`src/sv/dimp_pkg.sv`:
```
// ----------------------------------------------------------------------------
// dimp_pkg
// Shared types, character codes and the byte classifier of the delimited
// integer matrix parser.
// ----------------------------------------------------------------------------
package dimp_pkg;

  // Parse phase of the current field, one-hot.
  typedef enum logic [3:0] {
    PH_START   = 4'b0001,
    PH_SIGN    = 4'b0010,
    PH_DIGITS  = 4'b0100,
    PH_STOPPED = 4'b1000
  } phase_e;

  typedef enum logic [1:0] {
    CLS_TEXT,
    CLS_DELIM,
    CLS_SKIP
  } class_e;

  // One step of work for the field and index units.
  typedef struct packed {
    logic flush;
    logic delim;
    logic take;
  } step_t;

  localparam logic [7:0] CHAR_COMMA  = 8'h2C;
  localparam logic [7:0] CHAR_SEMI   = 8'h3B;
  localparam logic [7:0] CHAR_BAR    = 8'h7C;
  localparam logic [7:0] CHAR_SPACE  = 8'h20;
  localparam logic [7:0] CHAR_TAB    = 8'h09;
  localparam logic [7:0] CHAR_LF     = 8'h0A;
  localparam logic [7:0] CHAR_DQUOTE = 8'h22;
  localparam logic [7:0] CHAR_SQUOTE = 8'h27;
  localparam logic [7:0] CHAR_CR     = 8'h0D;
  localparam logic [7:0] CHAR_VT     = 8'h0B;
  localparam logic [7:0] CHAR_FF     = 8'h0C;
  localparam logic [7:0] CHAR_PLUS   = 8'h2B;
  localparam logic [7:0] CHAR_MINUS  = 8'h2D;
  localparam logic [7:0] CHAR_ZERO   = 8'h30;
  localparam logic [7:0] CHAR_NINE   = 8'h39;

  localparam logic [31:0] MAG_LIMIT = 32'h8000_0000;
  localparam logic [31:0] VALUE_MAX = 32'h7FFF_FFFF;

  localparam logic [15:0] ROW_WIDTH_RESET = 16'd1;

  function automatic class_e classify(logic [7:0] c);
    class_e cls;
    unique case (c) inside
      CHAR_COMMA, CHAR_SEMI, CHAR_BAR, CHAR_SPACE, CHAR_TAB, CHAR_LF: cls = CLS_DELIM;
      CHAR_DQUOTE, CHAR_SQUOTE, CHAR_CR:                             cls = CLS_SKIP;
      default:                                                       cls = CLS_TEXT;
    endcase
    return cls;
  endfunction

endpackage

```
`src/sv/dimp_field.sv`:
```
// ----------------------------------------------------------------------------
// dimp_field
// Field accumulator: sign, phase and saturating decimal magnitude of the
// field being parsed, and the signed value it stands for.
// ----------------------------------------------------------------------------
module dimp_field (
  input  logic               clk_i,
  input  logic               rst_ni,
  input  dimp_pkg::step_t    step_i,
  input  logic [7:0]         text_byte_i,
  output logic               pending_o,
  output logic signed [31:0] value_o
);

  dimp_pkg::phase_e phase_q, phase_d;
  logic [31:0]      mag_q, mag_d;
  logic             neg_q, neg_d;
  logic             pend_q, pend_d;

  logic             is_digit;
  logic [3:0]       digit;
  logic [35:0]      mag_x10;
  logic [35:0]      acc;
  logic [31:0]      acc_mag;
  dimp_pkg::phase_e acc_phase;

  assign is_digit = (text_byte_i >= dimp_pkg::CHAR_ZERO) &&
                    (text_byte_i <= dimp_pkg::CHAR_NINE);
  assign digit    = 4'(text_byte_i - dimp_pkg::CHAR_ZERO);

  // Times ten as two shifts; the magnitude never exceeds 2^31.
  assign mag_x10 = ({4'b0, mag_q} << 3) + ({4'b0, mag_q} << 1);
  assign acc     = mag_x10 + {32'b0, digit};
  assign acc_mag = (acc > {4'b0, dimp_pkg::MAG_LIMIT}) ? dimp_pkg::MAG_LIMIT : acc[31:0];

  // A non-digit stops the number for good; the field still counts as present.
  assign acc_phase = is_digit ? dimp_pkg::PH_DIGITS : dimp_pkg::PH_STOPPED;

  always_comb begin
    phase_d = phase_q;
    mag_d   = mag_q;
    neg_d   = neg_q;
    pend_d  = pend_q;
    if (step_i.flush || step_i.delim) begin
      phase_d = dimp_pkg::PH_START;
      mag_d   = '0;
      neg_d   = 1'b0;
      pend_d  = 1'b0;
    end else if (step_i.take) begin
      pend_d = 1'b1;
      unique case (phase_q)
        dimp_pkg::PH_START: begin
          if ((text_byte_i == dimp_pkg::CHAR_VT) || (text_byte_i == dimp_pkg::CHAR_FF)) begin
            phase_d = dimp_pkg::PH_START;
          end else if ((text_byte_i == dimp_pkg::CHAR_PLUS) ||
                       (text_byte_i == dimp_pkg::CHAR_MINUS)) begin
            neg_d   = (text_byte_i == dimp_pkg::CHAR_MINUS);
            phase_d = dimp_pkg::PH_SIGN;
          end else begin
            phase_d = acc_phase;
            if (is_digit) mag_d = acc_mag;
          end
        end
        dimp_pkg::PH_SIGN, dimp_pkg::PH_DIGITS: begin
          phase_d = acc_phase;
          if (is_digit) mag_d = acc_mag;
        end
        dimp_pkg::PH_STOPPED: begin
          phase_d = dimp_pkg::PH_STOPPED;
        end
        default: begin
          phase_d = dimp_pkg::PH_STOPPED;
        end
      endcase
    end
  end

  always_ff @(posedge clk_i or negedge rst_ni) begin
    if (!rst_ni) begin
      phase_q <= dimp_pkg::PH_START;
      mag_q   <= '0;
      neg_q   <= 1'b0;
      pend_q  <= 1'b0;
    end else begin
      phase_q <= phase_d;
      mag_q   <= mag_d;
      neg_q   <= neg_d;
      pend_q  <= pend_d;
    end
  end

  // Negation wraps, so a saturated negative field gives the most negative value.
  assign value_o   = neg_q ? $signed(32'(32'd0 - mag_q))
                           : $signed((mag_q > dimp_pkg::VALUE_MAX) ? dimp_pkg::VALUE_MAX : mag_q);
  assign pending_o = pend_q;

endmodule

```
`src/sv/dimp_index.sv`:
```
// ----------------------------------------------------------------------------
// dimp_index
// Row and column counters. The column wraps at the effective row width and
// the row saturates at the largest index the counters hold.
// ----------------------------------------------------------------------------
module dimp_index #(
  parameter int unsigned CNT_W = 16
) (
  input  logic            clk_i,
  input  logic            rst_ni,
  input  dimp_pkg::step_t step_i,
  input  logic [15:0]     row_width_i,
  output logic [15:0]     row_o,
  output logic [15:0]     column_o,
  output logic            col_nonzero_o
);

  localparam logic [16:0] WidthLimit = 17'd1 << CNT_W;

  logic [CNT_W-1:0] col_q, col_d;
  logic [CNT_W-1:0] row_q, row_d;
  logic [CNT_W:0]   col_inc;
  logic [16:0]      width_full;
  logic [CNT_W:0]   width_eff;

  // A width of zero acts as one; a width beyond the counter range is clamped.
  always_comb begin
    if (row_width_i == 16'd0) begin
      width_full = 17'd1;
    end else if ({1'b0, row_width_i} > WidthLimit) begin
      width_full = WidthLimit;
    end else begin
      width_full = {1'b0, row_width_i};
    end
  end

  assign width_eff = width_full[CNT_W:0];
  assign col_inc   = {1'b0, col_q} + {{CNT_W{1'b0}}, 1'b1};

  always_comb begin
    col_d = col_q;
    row_d = row_q;
    if (step_i.flush) begin
      col_d = '0;
      row_d = '0;
    end else if (step_i.delim) begin
      if (col_inc >= width_eff) begin
        col_d = '0;
        if (row_q != {CNT_W{1'b1}}) row_d = row_q + {{(CNT_W-1){1'b0}}, 1'b1};
      end else begin
        col_d = col_inc[CNT_W-1:0];
      end
    end
  end

  always_ff @(posedge clk_i or negedge rst_ni) begin
    if (!rst_ni) begin
      col_q <= '0;
      row_q <= '0;
    end else begin
      col_q <= col_d;
      row_q <= row_d;
    end
  end

  assign row_o         = 16'(row_q);
  assign column_o      = 16'(col_q);
  assign col_nonzero_o = (col_q != '0);

endmodule

```
`src/sv/delimited_integer_matrix_parser.sv`:
```
// ----------------------------------------------------------------------------
// delimited_integer_matrix_parser
// Parses signed decimal integers from a byte stream and tags each value with
// its matrix row and column.
// ----------------------------------------------------------------------------
//   Channel  Direction  Handshake                Payload
//   in       input      in_valid_i / in_ready_o   kind_i, text_byte_i
//   out      output     out_valid_o / out_ready_i row_o, column_o, value_o
//   cfg      input      cfg_we_i                  cfg_data_i (row width)
//
// One byte per cycle: a byte sits in the input register while the field and
// index state update and any value goes to the result register. Bytes that
// give no value never wait on the output side. A byte that gives a value
// waits only while the result register holds an untaken value.
// Reset clears both registers' valid flags, the field state, the counters,
// and sets the row width to one.
// ----------------------------------------------------------------------------
module delimited_integer_matrix_parser #(
  parameter int unsigned INDEX_BITS = 16
) (
  input  logic               clk_i,
  input  logic               rst_ni,
  input  logic               cfg_we_i,
  input  logic [15:0]        cfg_data_i,
  input  logic               in_valid_i,
  output logic               in_ready_o,
  input  logic               kind_i,
  input  logic [7:0]         text_byte_i,
  output logic               out_valid_o,
  input  logic               out_ready_i,
  output logic [15:0]        row_o,
  output logic [15:0]        column_o,
  output logic signed [31:0] value_o
);

  localparam int unsigned CntW = (INDEX_BITS < 16) ? INDEX_BITS : 16;

  logic [15:0]        row_width_q;
  logic               inq_valid_q;
  logic               inq_kind_q;
  logic [7:0]         inq_byte_q;
  logic               out_valid_q;
  logic [15:0]        out_row_q;
  logic [15:0]        out_col_q;
  logic signed [31:0] out_value_q;

  dimp_pkg::class_e   cls;
  dimp_pkg::step_t    step;
  logic               emit;
  logic               out_free;
  logic               advance;
  logic               in_xfer;
  logic               pending;
  logic signed [31:0] field_value;
  logic [15:0]        cur_row;
  logic [15:0]        cur_col;
  logic               col_nonzero;

  always_ff @(posedge clk_i or negedge rst_ni) begin
    if (!rst_ni) begin
      row_width_q <= dimp_pkg::ROW_WIDTH_RESET;
    end else if (cfg_we_i) begin
      row_width_q <= cfg_data_i;
    end
  end

  assign cls = dimp_pkg::classify(inq_byte_q);

  // End of stream gives a value only for a started field past column zero.
  assign emit = inq_valid_q &&
                (inq_kind_q ? (pending && col_nonzero) : (cls == dimp_pkg::CLS_DELIM));

  assign out_free   = !out_valid_q || out_ready_i;
  assign advance    = inq_valid_q && (!emit || out_free);
  assign in_ready_o = !inq_valid_q || advance;
  assign in_xfer    = in_valid_i && in_ready_o;

  assign step.flush = advance && inq_kind_q;
  assign step.delim = advance && !inq_kind_q && (cls == dimp_pkg::CLS_DELIM);
  assign step.take  = advance && !inq_kind_q && (cls == dimp_pkg::CLS_TEXT);

  always_ff @(posedge clk_i or negedge rst_ni) begin
    if (!rst_ni) begin
      inq_valid_q <= 1'b0;
    end else if (in_ready_o) begin
      inq_valid_q <= in_valid_i;
    end
  end

  always_ff @(posedge clk_i) begin
    if (in_xfer) begin
      inq_kind_q <= kind_i;
      inq_byte_q <= text_byte_i;
    end
  end

  dimp_field u_field (
    .clk_i       (clk_i),
    .rst_ni      (rst_ni),
    .step_i      (step),
    .text_byte_i (inq_byte_q),
    .pending_o   (pending),
    .value_o     (field_value)
  );

  dimp_index #(
    .CNT_W (CntW)
  ) u_index (
    .clk_i         (clk_i),
    .rst_ni        (rst_ni),
    .step_i        (step),
    .row_width_i   (row_width_q),
    .row_o         (cur_row),
    .column_o      (cur_col),
    .col_nonzero_o (col_nonzero)
  );

  always_ff @(posedge clk_i or negedge rst_ni) begin
    if (!rst_ni) begin
      out_valid_q <= 1'b0;
    end else begin
      out_valid_q <= (out_valid_q && !out_ready_i) || (advance && emit);
    end
  end

  always_ff @(posedge clk_i) begin
    if (advance && emit) begin
      out_row_q   <= cur_row;
      out_col_q   <= cur_col;
      out_value_q <= field_value;
    end
  end

  assign out_valid_o = out_valid_q;
  assign row_o       = out_row_q;
  assign column_o    = out_col_q;
  assign value_o     = out_value_q;

endmodule

```
`config.mk`:
```
export PLATFORM = sky130hd
export DESIGN_NAME = delimited_integer_matrix_parser
export DESIGN_NICKNAME = d
export VERILOG_FILES = /design/src/sv/dimp_pkg.sv /design/src/sv/dimp_field.sv /design/src/sv/dimp_index.sv /design/src/sv/delimited_integer_matrix_parser.sv
export SDC_FILE = /design/constraint.sdc
export NUM_CORES = 1
export LEC_CHECK = 0
export BUFFER_PORTS_ARGS = -buffer_cell sky130_fd_sc_hd__buf_2
export CORE_MARGIN = 3
export CORE_UTILIZATION = 65
export DETAILED_ROUTE_END_ITERATION = 16
export GPL_TIMING_DRIVEN = 0
export PLACE_DENSITY = 0.86
export SLEW_MARGIN = 20
export SYNTH_ARGS = -nofsm -noshare
export SYNTH_HDL_FRONTEND = slang
export SYNTH_HIERARCHICAL = 1
export SYNTH_SLANG_ARGS = --single-unit
```
`constraint.sdc`:
```
create_clock -name clk_i -period 11 [get_ports clk_i]
set_clock_uncertainty 0.1 [all_clocks]
set_input_delay 1.65 -clock clk_i [delete_from_list [all_inputs] [get_ports clk_i]]
set_output_delay 1.65 -clock clk_i [all_outputs]
set_load 0.02 [all_outputs]
```
-- After elaboration in Yosys (flattened, before gate mapping)
Index checks and enable logic that the tools add are counted.
- register bits after elaboration: 161
- input bits: 30
- output and inout port bits: 66
- magnitude comparators: 6
- equal/unequal tests: 21
- reduce and logical (&&, ||, !) cells: 39
- muxes and demuxes: 33
- add/sub/neg operators: 6
- operators with widths (cell ; number):
    $mux W32 ; 8
    $mux W16 ; 7
    $pmux W32 S2 ; 1
    $eq A8 B6 Y1 const B ; 7
    $eq A8 B4 Y1 const B ; 5
    $add A35 B33 Y36 ; 1
    $add A36 B4 Y36 ; 1
    $gt A36 B32 Y1 const B ; 1
    $mux W17 ; 2
    $gt A32 B31 Y1 const B ; 1
    $sub A1 B32 Y32 const A ; 1
    $mux W4 ; 5
    $add A16 B1 Y17 const B ; 1
    $ge A17 B17 Y1 ; 1
    $gt A16 B17 Y1 const B ; 1
    $add A16 B1 Y16 const B ; 1
    $logic_not A16 Y1 ; 1
    $ne A16 B16 Y1 const B ; 1
    $reduce_bool A16 Y1 ; 1
    $reduce_bool A2 Y1 ; 6
    $logic_and A1 B1 Y1 ; 11
    $eq A8 B7 Y1 const B ; 1
    $ge A8 B6 Y1 const B ; 1
    $le A8 B6 Y1 const B ; 1
    19 further kinds ; 38

-- Depth between registers and ports, before layout
Gate-level depths: netlist (run 1).
- depth after elaboration: 14
- mapped depth: 14
- gate-level depth less buffers: 12

-- Modules after synthesis
Netlist (run 1), hierarchy kept.
- by module, submodules not included (module ; times used ; area an instance (um2) ; cells each):
    dimp_field ; 1 ; 4707.0 ; 557
    delimited_integer_matrix_parser ; 1 ; 3133.0 ; 154
    dimp_index ; 1 ; 2657.5 ; 307

-- Least setup slack after synthesis (run 1)
Ideal clock, no wire load.
- path kind: input -> register
- start: input out_ready_i
- end: register, netlist name column_o[0]
- required time: 10426 ps
- arrival time: 4380 ps
- setup slack: 6045 ps
- cell stages on the path: 2
- cell sequence: and2b_2 nor3_2
- RTL lines (item ; RTL line ; source):
    start: declaration ; delimited_integer_matrix_parser.sv:30 ; input logic out_ready_i,

-- Worst setup path after layout (run 1)
- start: register u_field.mag_q[0]
- end: register u_field.mag_q[22]
- cells in the longest elaborated chain, start to end: 10
- ends and longest elaborated chain (item ; RTL line ; source):
    start: declaration ; dimp_field.sv:16 ; logic [31:0] mag_q, mag_d;
    start signal: assignment ; dimp_field.sv:86 ; mag_q <= mag_d;
    $add A35 B33 Y36 (*) ; dimp_field.sv:32 ; assign mag_x10 = ({4'b0, mag_q} << 3) + ({4'b0, mag_q} << 1);
    $add A36 B4 Y36 (*) ; dimp_field.sv:33 ; assign acc = mag_x10 + {32'b0, digit};
    $gt A36 B32 Y1 ; dimp_field.sv:34 ; assign acc_mag = (acc > {4'b0, dimp_pkg::MAG_LIMIT}) ? dimp_pkg::MAG_LIMIT : acc[31:0];
    $mux W32 (*) ; dimp_field.sv:34 ;
    $mux W32 (*) ; dimp_field.sv:61, dimp_field.sv:66 ;
    $mux W32 ; dimp_field.sv:55 ; end else if ((text_byte_i == dimp_pkg::CHAR_PLUS) ||
    $mux W32 ; dimp_field.sv:53 ; if ((text_byte_i == dimp_pkg::CHAR_VT) || (text_byte_i == dimp_pkg::CHAR_FF)) begin
    $pmux W32 S2 (*) ; dimp_field.sv:51 ; unique case (phase_q)
    $mux W32 (*) ; dimp_field.sv:49 ; end else if (step_i.take) begin
    $mux W32 (*) ; dimp_field.sv:44 ; if (step_i.flush || step_i.delim) begin
Every way passes the cells marked *; elsewhere a longest branch is shown, timed or not. The select of a mux whose other input is x is not followed.
A chain may end at the register's enable or synchronous reset.

==> results of run 1 <==
## report_power, final
group / leakage (nW) / switching (W) / internal (W)
registers: 1.85 / 0.0000223 / 0.000665
logic: 3.22 / 0.000129 / 0.0000714
clock network: 0.276 / 0.000245 / 0.000311
total: 5.34 / 0.000396 / 0.00105
## cell families after synthesis
| logic type | Yosys count | synth area share (%) |
|---|---|---|
| AND/OR/NAND/NOR | 325 | 17.6 |
| AO/OA/AOI/OAI | 284 | 20.2 |
| flip-flops | 161 | 41.9 |
| buffers and inverters | 93 | 3.65 |
| adder cells (fa/ha/maj) | 86 | 10.4 |
| XOR/XNOR | 43 | 3.59 |
| multiplexers | 26 | 2.67 |
## cells in the final DEF, fill, tap and decap left out, types with 9 or more instances in the layout
master / netlist / layout
a211o_1: 11 / 11
a211oi_1: 19 / 19
a21o_1: 15 / 15
a21oi_1: 52 / 52
a31oi_1: 11 / 11
a32o_1: 34 / 34
and2_1: 14 / 14
and3_1: 11 / 11
buf_2: 6 / 99
clkbuf_1: 35 / 38
clkbuf_16: 0 / 18
dfrtp_1: 86 / 86
edfxtp_1: 73 / 73
ha_1: 84 / 84
inv_1: 43 / 43
mux2_2: 12 / 12
mux2i_1: 10 / 10
nand2_1: 64 / 64
nand2b_1: 10 / 10
nand3_1: 26 / 26
nand4_1: 17 / 17
nor2_1: 53 / 53
nor3_1: 37 / 37
nor3b_1: 12 / 11
nor4_1: 11 / 11
o2111ai_1: 9 / 9
o211ai_1: 13 / 13
o21a_1: 9 / 9
o21ai_0: 37 / 37
o31ai_1: 9 / 9
or3_1: 11 / 11
xnor2_1: 27 / 27
xor2_1: 16 / 16
## cell type report
| class | instances | share of cell area (%) |
|---|---|---|
| buffer | 50 | 1.86 |
| clock buffer | 22 | 3.99 |
| clock inverter | 10 | 0.620 |
| inverter | 43 | 1.36 |
| multi-input combinational | 764 | 48.1 |
| sequential | 161 | 36.9 |
| tap | 211 | 2.22 |
| timing repair buffer | 100 | 4.94 |
## metal layers
| layer | part of all wire (%) | routed length (µm) |
|---|---|---|
| met2 | 46 | 12000 |
| met4 | 2.0 | 524 |
| met5 | 0 | 0 |
| met3 | 8.0 | 2080 |
| met1 | 44 | 11500 |
## sequential cells by signal, summed over array words and instances, names as in the netlist
register           count
u_index/column_o      16
u_field/mag_q         32
inq_byte_q             8
value_o               32
u_field/neg_q          1
u_field/phase_q        4
inq_kind_q             1
inq_valid_q            1
column_o              16
out_valid_o            1
row_width_q           16
u_field/pending_o      1
u_index/row_o         16
row_o                 16
## final timing paths
check | start | end | slack [ns] | cells after the start
worst min-delay path | u_index/column_o[9] | column_o[9] | 0.35 | 0
worst max-delay path | u_field/mag_q[0] | u_field/mag_q[22] | 5.51 | 14
max in group asynchronous | rst_ni | row_width_q[0] | 9.17 | 2
worst max register to register | u_field/mag_q[0] | u_field/mag_q[22] | 5.51 | 14
min in group asynchronous | rst_ni | u_index/row_o[10] | 0.99 | 1
worst min register to register | u_index/column_o[9] | column_o[9] | 0.35 | 0
## metrics by stage
stage                     hold WS [ns]  area [µm²]
after floorplan                  0.323       10500
after detailed placement         0.333       11400
final                            0.348       11900
after global placement           0.330       11200
after CTS                        0.349       11900
after global routing             0.365       11900
==> results.md, run 1 <==
- Register area share after synthesis: a little over two fifths
- Most frequent cell after synthesis: dfrtp_1
- Placed Instances: 1329
- Area growth from synthesis to layout: 13.5%
- Worst Path Required: 11.26 ns
- GRT Util Overall: between 20% and 30%
- Worst skew pair latency: 0.44 ns
- CTS tree: done
- Final WS setup: 5.51 ns
- First-pass GRT wire length: 42200 µm
- Die area: roughly 18000 µm²
- Fin util: 76.9%
- Top-area cell type share of the netlist area: 20.9%
- Clock sink total: about 160
- Post-CTS Resized: 0
- Main synth FF type: dfrtp_1
- Share of post-route cells with drive strength above 1: 16.9%
- Core ar.: between 15000 and 20000 µm²
- Starting Density: between 60% and 70%
- Critical path launch point type: register
- Critical-path cell list: inv_1, fa_1, inv_1, ha_1, a211oi_1, nor4_1, or3_1, clkbuf_1, a31oi_1, o21ba_1, o211ai_1, a211oi_1, clkbuf_1, a32o_1
- Crit-path leading delay family: compound AO/OA/AOI/OAI gates
- Setup violators final: 0
- Worst vdd ir: roughly 0.00012 V
- Final GP Congestion: approximately 0.95
- Area contributors post-synth: edfxtp_1 21%, dfrtp_1 21%, ha_1 10%, a32o_1 3.2%, a21oi_1 2.5%
- Final Hold Viols: 0
- Post-synth cell types: 95
- Row count: 45
- Pre-antenna DRT Iters: 6
- Num CTS Buffers: 17
- Area taken by multi-input logic gates: 5730 µm²
- CTS Root Buffer Type: clkbuf_16
- Synth async-reset ratio: a little over half
- Gr busiest metal: met2
- CTS Hold Buffers Added: 0
- Final clock period utilization by the worst path: approximately 50%
- Nets: around 1300
- Worst Path Buf+Inv: 4
- Non-Filler Instances: 1361
- Grt ovf: 0
- CP max stage cell: a31oi_1
- Worst min-delay path class: register to register
- Worst slew margin: between 30% and 40%
- Largest net degree at the start of global routing: 57
- Achievable frequency: 0.182 GHz
- Syn nets: 1134
- Vias in the first global route: 8341
- Synth warnings: 6
- Post-CTS Setup Bufs: 0
- Max-cap violations: 0
- Mapped cell area: 10500 µm²
- Syn Inst Count: 1018
- Top cell type by total area after synthesis: edfxtp_1
- Chip width: 133 µm
- DRT antenna net count: 0
- Number of diodes: 0
- Post-Route WL: between 20000 and 30000 µm
- Seq. cell area: 4400 µm²
- Input/output buffers: 94
- GR Layer Usage met3: 4.41%
- Drt wl/cell: 19.2 µm
- Max incr delay on CP: 0.77 ns
- Slew Limit Fails: 0
- Clk buf depth: 2
- Leakage power: 5.34 nW
- Fin crit period: between 5 and 6 ns
- DP Wirelength: 18700 µm
- Post-synthesis register bit count: 161
- Avg Cell Area, Syn: 10.3 µm²
- Worst Path Max Fanout: 10
- Via count: approximately 9000
- Die Y: 133 µm
- Slew @ Worst Pin: 0.922 ns
- Critical Path Sink Type: register
- Tot Pwr: 0.00144 W
- Power per cell area: 121 nW/µm²
- Synth top cells by count: 86 x dfrtp_1, 84 x ha_1, 73 x edfxtp_1
- CP Data Arrival Time: roughly 5.8 ns
- M2 GR Usage: between 40% and 50%
- DR vias/cell: 6.64
- EDFF count, synth: 73
- First DRT Iteration DRCs: 1052
- Setup CP Type: register to register
- Max H-tree Level: 4
- RSZ-0062 raised after global routing: false
- Grt met1 use: 42.1%
- TNS Setup: 0 ns
- Ports: 96
- Drt drc: 0
- Status: finished clean
- CTS clk-pin slew, worst paths: 0.07 ns
- Initial antenna violation count: 0
- Pre-CTS WS: between 5 and 6 ns
- Fillers: 1052
Note: power is estimated with default switching activity, not from simulation.
==> run 2: changes to the inputs <==
--- a/config.mk
+++ b/config.mk
@@ -7,10 +7,10 @@
 export LEC_CHECK = 0
 export BUFFER_PORTS_ARGS = -buffer_cell sky130_fd_sc_hd__buf_2
 export CORE_MARGIN = 3
-export CORE_UTILIZATION = 65
+export CORE_UTILIZATION = 55
 export DETAILED_ROUTE_END_ITERATION = 16
 export GPL_TIMING_DRIVEN = 0
-export PLACE_DENSITY = 0.86
+export PLACE_DENSITY = 0.78
 export SLEW_MARGIN = 20
 export SYNTH_ARGS = -nofsm -noshare
 export SYNTH_HDL_FRONTEND = slang
==> constraint.sdc (replaced) <==
create_clock -name clk_i -period 5 [get_ports clk_i]
set_clock_uncertainty 0.1 [all_clocks]
set_input_delay 0.75 -clock clk_i [delete_from_list [all_inputs] [get_ports clk_i]]
set_output_delay 0.75 -clock clk_i [all_outputs]
set_load 0.02 [all_outputs]
==> run 2 against run 1 <==
  * Flip-flop and latch count unchanged
  * Register-to-register slack worse by 5.3 ns
  * Clock power up 140%
  * Largest cell class unchanged
  * Global-route usage down 4.6 points
  * Cell area up 0.69%
  * Fmax up 15%
  * Final cell count up 1.2%
  * Power up 130%
  * Sequential power up 120%
  * First-iteration DRC count down 24%
  * Critical path type unchanged
  * Critical path depth down 1
==> results.md, run 2 (synthesis results as in run 1) <==
- Post-CTS Resized: 1
- CTS Hold Buffers Added: 0
- Final clock period utilization by the worst path: 95.3%
- Drt drc: 0
- CTS clk-pin slew, worst paths: 0.07 ns
- CP max stage cell: o211ai_1
- Post-CTS Setup Bufs: 0
- Fin util: 65.4%
- Ports: 96
- Num CTS Buffers: 17
- Chip width: 144 µm
- Non-Filler Instances: 1378
- GRT Util Overall: 24.8%
- Tot Pwr: roughly 0.0033 W
- Leakage power: roughly 5.4 nW
- Setup CP Type: register to register
- Final GP Congestion: roughly 0.9
- Starting Density: 57.3%
- Setup violators final: 0
- Largest net degree at the start of global routing: 50
- Number of diodes: 0
- Die area: 20800 µm²
- Wire length on met2: ~12000 µm
- Pre-antenna DRT Iters: 5
- TNS Setup: 0 ns
- RSZ-0062 raised after global routing: false
- Status: finished clean
- DRT antenna net count: 0
- Top sig layer: met4
- Clock sink total: approximately 160
- First-pass GRT wire length: between 40000 and 50000 µm
- Critical-path cell list: ha_1, ha_1, inv_1, fa_1, nand2b_1, a211o_1, a31o_1, o211ai_1, a211o_1, o2111ai_1, a211oi_2, clkbuf_1, a32o_1
- Crit-path leading delay family: compound AO/OA/AOI/OAI gates
- Commonest non-fill, non-tap cell in the layout: buf_2
- CTS Root Buffer Type: clkbuf_16
- Sw Ratio: 28.7%
- Slew @ Worst Pin: between 0.9 and 1 ns
- Power per cell area: 274 nW/µm²
- CTS tree: done
- Row count: 49
- Worst skew pair latency: between 0.4 and 0.5 ns
- Critical path launch point type: register
- DR vias/cell: 6.41
- Nets: 1252
- Critical Path Sink Type: register
- Grt ovf: 0
- Worst Path Required: 5.27 ns
- Post-Route WL: 25600 µm
- NetSw: 0.000944 W
- Core ar.: ~18000 µm²
- M1 WL: approximately 12000 µm
- Most frequent cells in the layout: 99 x buf_2, 86 x dfrtp_1, 84 x ha_1
- Sequential cell fraction of total power: a little under half
- Share of post-route cells with drive strength above 1: approximately 17%
- Clk buf depth: 2
- Input/output buffers: 94
- Worst slew margin: 36.8%
- Fillers: roughly 1400
- Area growth from synthesis to layout: 14.2%
- Max incr delay on CP: 0.64 ns
- Vias in the first global route: 8189
- Power Internal: 0.00235 W
- Achievable frequency: between 0.2 and 0.25 GHz
- Worst vdd ir: 0.000247 V
- Initial antenna violation count: 0
- Slew Limit Fails: 0
- Placed Instances: 1346
- Logic pwr share: 13.2%
- Worst Path Buf+Inv: 2
- Max H-tree Level: 4
- Worst Path Max Fanout: 15
- Worst min-delay path class: primary input to asynchronous set/reset pin
- Drt wl/cell: 18.6 µm
- CP Data Arrival Time: 5.03 ns
- First DRT Iteration DRCs: 800
- Die Y: 144 µm
- Via count: between 8000 and 9000
- Clk pwr share: 40.9%
- DP Wirelength: approximately 18000 µm
- Final Hold Viols: 0
- Metal3 WL: 1640 µm
- Max-cap violations: 0
- Fin crit period: 4.76 ns
## run 2: path summary, 6_finish.rpt
kind                       cells past startpoint           startpoint                  to  slack (ns)
hold reg to reg                                0  u_index/column_o[9]         column_o[9]        0.35
setup reg to reg                              13        inq_byte_q[2]   u_field/mag_q[20]        0.24
max in group asynchronous                      2               rst_ni  u_field/phase_q[0]        4.05
setup / recovery                              13        inq_byte_q[2]   u_field/mag_q[20]        0.24
hold / removal                                 1               rst_ni   u_index/row_o[12]        0.11
min in group clk_i                             0  u_index/column_o[9]         column_o[9]        0.35
## run 2: power by group through the flow
stage                     logic (W)  clock network (W)  registers, W
final                      0.000433            0.00135       0.00151
after global routing       0.000477            0.00142       0.00152
after CTS                  0.000432            0.00136       0.00151
after detailed placement   0.000429                  0       0.00154
after global placement     0.000405                  0       0.00154
after floorplan            0.000244                  0       0.00157
## run 2: worst register-to-register path, stage by stage (launching register included)
cell	delay [ns]
edfxtp_1	0.60
ha_1	0.39
ha_1	0.19
inv_1	0.06
fa_1	0.40
nand2b_1	0.18
a211o_1	0.29
a31o_1	0.24
o211ai_1	0.64
a211o_1	0.28
o2111ai_1	0.13
a211oi_2	0.40
clkbuf_1	0.52
a32o_1	0.27
## run 2: layer usage
| metal | GRT usage, % | up-vias |
|---|---|---|
| met3 | 4.60 | 37 |
| met1 | 36.0 | 4256 |
| met2 | 38.7 | 360 |
| li1 | - | 4177 |
| met5 | 0 | - |
| met4 | 6.73 | 0 |
## run 2: per-stage QoR
step | setup WS, ns | instance area (µm²) | hold slack (ns)
final | 0.237 | 12000 | 0.115
after global routing | 0.00484 | 12000 | 0.133
after CTS | 0.122 | 12000 | 0.122
after detailed placement | -0.0650 | 11400 | 0.335
after global placement | -0.769 | 11300 | 0.331
after floorplan | 0.441 | 10500 | 0.323
## run 2: area by class of cell
cell class / count / area (µm²) / area share, %
buffer: 50 / 221 / 1.85
multi-input combinational: 764 / 5740 / 47.9
clock inverter: 13 / 146 / 1.22
inverter: 43 / 161 / 1.35
timing repair buffer: 99 / 564 / 4.71
tap: 229 / 287 / 2.39
clock buffer: 19 / 475 / 3.96
sequential: 161 / 4400 / 36.7
==> run 3: changes to the inputs <==
--- a/config.mk
+++ b/config.mk
@@ -6,13 +6,14 @@
 export NUM_CORES = 1
 export LEC_CHECK = 0
 export BUFFER_PORTS_ARGS = -buffer_cell sky130_fd_sc_hd__buf_2
-export CORE_MARGIN = 3
+export CORE_MARGIN = 2
 export CORE_UTILIZATION = 55
 export DETAILED_ROUTE_END_ITERATION = 16
 export GPL_TIMING_DRIVEN = 0
-export PLACE_DENSITY = 0.78
+export PLACE_DENSITY_LB_ADDON = 0.1
 export SLEW_MARGIN = 20
 export SYNTH_ARGS = -nofsm -noshare
 export SYNTH_HDL_FRONTEND = slang
 export SYNTH_HIERARCHICAL = 1
 export SYNTH_SLANG_ARGS = --single-unit
+export TNS_END_PERCENT = 50
==> run 3 against run 2 <==
  * Global-route usage up 1.0 points
  * Wire length up 0.46%
  * Non-clock buffer count unchanged
  * Worst setup slack worse by 0.029 ns
  * Via count down 0.96%
  * Clock-buffer cell count up 2
  * Register-to-register slack worse by 0.03 ns
  * Combinational power about the same
  * Fmax down 0.60%
  * Critical path depth unchanged
  * Sequential share of layout area up 0.18 points
==> results.md, run 3 (synthesis results as in run 1) <==
- Status: finished clean
- Reg-to-Reg End: u_field/mag_q[30]
- Path depth of the worst reg2reg path: 13
- Worst Path Required: 5.26 ns
- Clk buf depth: 2
- Starting Density: 56.1%
- Post-CTS Setup Bufs: 0
- Design Area, Final: roughly 12000 µm²
- Final clock period utilization by the worst path: 95.8%
- Pre-antenna DRT Iters: 5
- CTS clk-pin slew, worst paths: 0.07 ns
- Number of diodes: 0
- DP Wirelength: around 19000 µm
- Reg2reg start: inq_byte_q[2]
- Worst vdd ir: 0.000239 V
- CTS tree: done
- Pre-CTS WS: -0.136 ns
- Ports: 96
- Vias in the first global route: 8005
- CTS Hold Buffers Added: 0
- Max-cap violations: 0
- Die Y: roughly 140 µm
- Nets: 1252
- Setup violators final: 0
- DRT antenna net count: 0
- Drt wl/cell: 18.6 µm
- Final WS setup: 0.208 ns
- Register-to-register setup slack: 0.21 ns
- Post-Route WL: 25700 µm
- GRT Util Overall: 25.9%
- Worst Path Max Fanout: 15
- Chip width: 142 µm
- CTS Root Buffer Type: clkbuf_16
- Worst min-delay path class: primary input to asynchronous set/reset pin
- Area growth from synthesis to layout: 13.7%
- Share of post-route cells with drive strength above 1: roughly 17%
- Commonest non-fill, non-tap cell in the layout: buf_2
- Via count: 8745
- Drt drc: 0
- Slew Limit Fails: 0
- DR vias/cell: approximately 6.3
- Fin crit period: 4.79 ns
- Final Hold Viols: 0
- Most frequent cells in the layout: 99 x buf_2, 86 x dfrtp_1, 84 x ha_1
- Critical Path Sink Type: register
- Placed Area: 11400 µm²
- Final GP Congestion: 0.899
- Worst slew margin: 31.6%
- Row count: 50
- RSZ-0062 raised after global routing: false
- Achievable frequency: 0.209 GHz
- Post-CTS Resized: 1
- Power per cell area: 268 nW/µm²
- Max H-tree Level: 4
- Worst skew pair latency: 0.44 ns
- First DRT Iteration DRCs: 824
- First-pass GRT wire length: 41300 µm
- Slew @ Worst Pin: 1.03 ns
- Setup CP Type: register to register
- Largest net degree at the start of global routing: 49
- Clock sink total: 161
- CP Data Arrival Time: 5.05 ns
- Leakage power: 5.34 nW
- Input/output buffers: 94
- Core ar.: 18700 µm²
- Num CTS Buffers: 17
- Critical path launch point type: register
- Die area: 20200 µm²
- Grt ovf: 0
- Initial antenna violation count: 0
## run 3: cell type report
class	count	area, µm²
Sequential cell	161	4400
Timing Repair Buffer	99	561
Inverter	43	161
Buffer	50	224
Tap cell	234	293
Multi-Input combinational cell	764	5740
Clock buffer	21	450
Clock inverter	11	106
Fill cell	1554	6770
## run 3: worst max path at each step
stage / slack, ns / startpoint / end
2_1_floorplan: 0.44 / inq_byte_q[0] / column_o[0]
3_3_place_gp: -0.88 / inq_byte_q[2] / value_o[19]
3_5_place_dp: -0.14 / u_field/mag_q[0] / u_field/mag_q[11]
4_1_cts: 0.04 / inq_byte_q[2] / u_field/mag_q[13]
5_1_grt: 0.008 / inq_byte_q[2] / u_field/mag_q[2]
6_report: 0.21 / inq_byte_q[2] / u_field/mag_q[30]
## run 3: report_power, final
| group | leakage (nW) | internal (W) | switching, W |
|---|---|---|---|
| registers | 1.85 | 0.00146 | 0.0000492 |
| clock network | 0.277 | 0.000704 | 0.000542 |
| logic | 3.22 | 0.000154 | 0.000281 |
## run 3: per-layer routing
layer	share of wire, %	global-route usage, %	vias to the layer above	wire length [µm]
met5	0	0	-	0
met4	1.3	7.16	0	329
met3	5.8	4.21	26	1500
met2	44	38.7	291	11400
met1	48	38.9	4256	12500
li1	-	-	4172	-
## run 3: critical path, stage by stage (launching register included)
cell	delay [ns]
edfxtp_1	0.59
ha_1	0.38
ha_1	0.19
inv_1	0.07
fa_1	0.40
nand2b_1	0.20
a211o_1	0.30
a31o_1	0.25
o211ai_1	0.68
a21o_1	0.26
a211oi_1	0.14
a211oi_2	0.48
clkbuf_1	0.44
a32o_1	0.23
## run 3: per-stage QoR
step	TNS, ns	util (%)	cells	total power [W]	hold slack, ns
finish	0	63.8	1383	0.00319	0.118
global route	0	63.8	1383	0.00332	0.145
CTS	0	63.7	1383	0.00321	0.137
detailed placement	-2.64	60.7	1351	0.00197	0.341
global placement	-58.83	60.2	1346	0.00195	0.337
floorplan	0	-	1018	0.00181	0.323
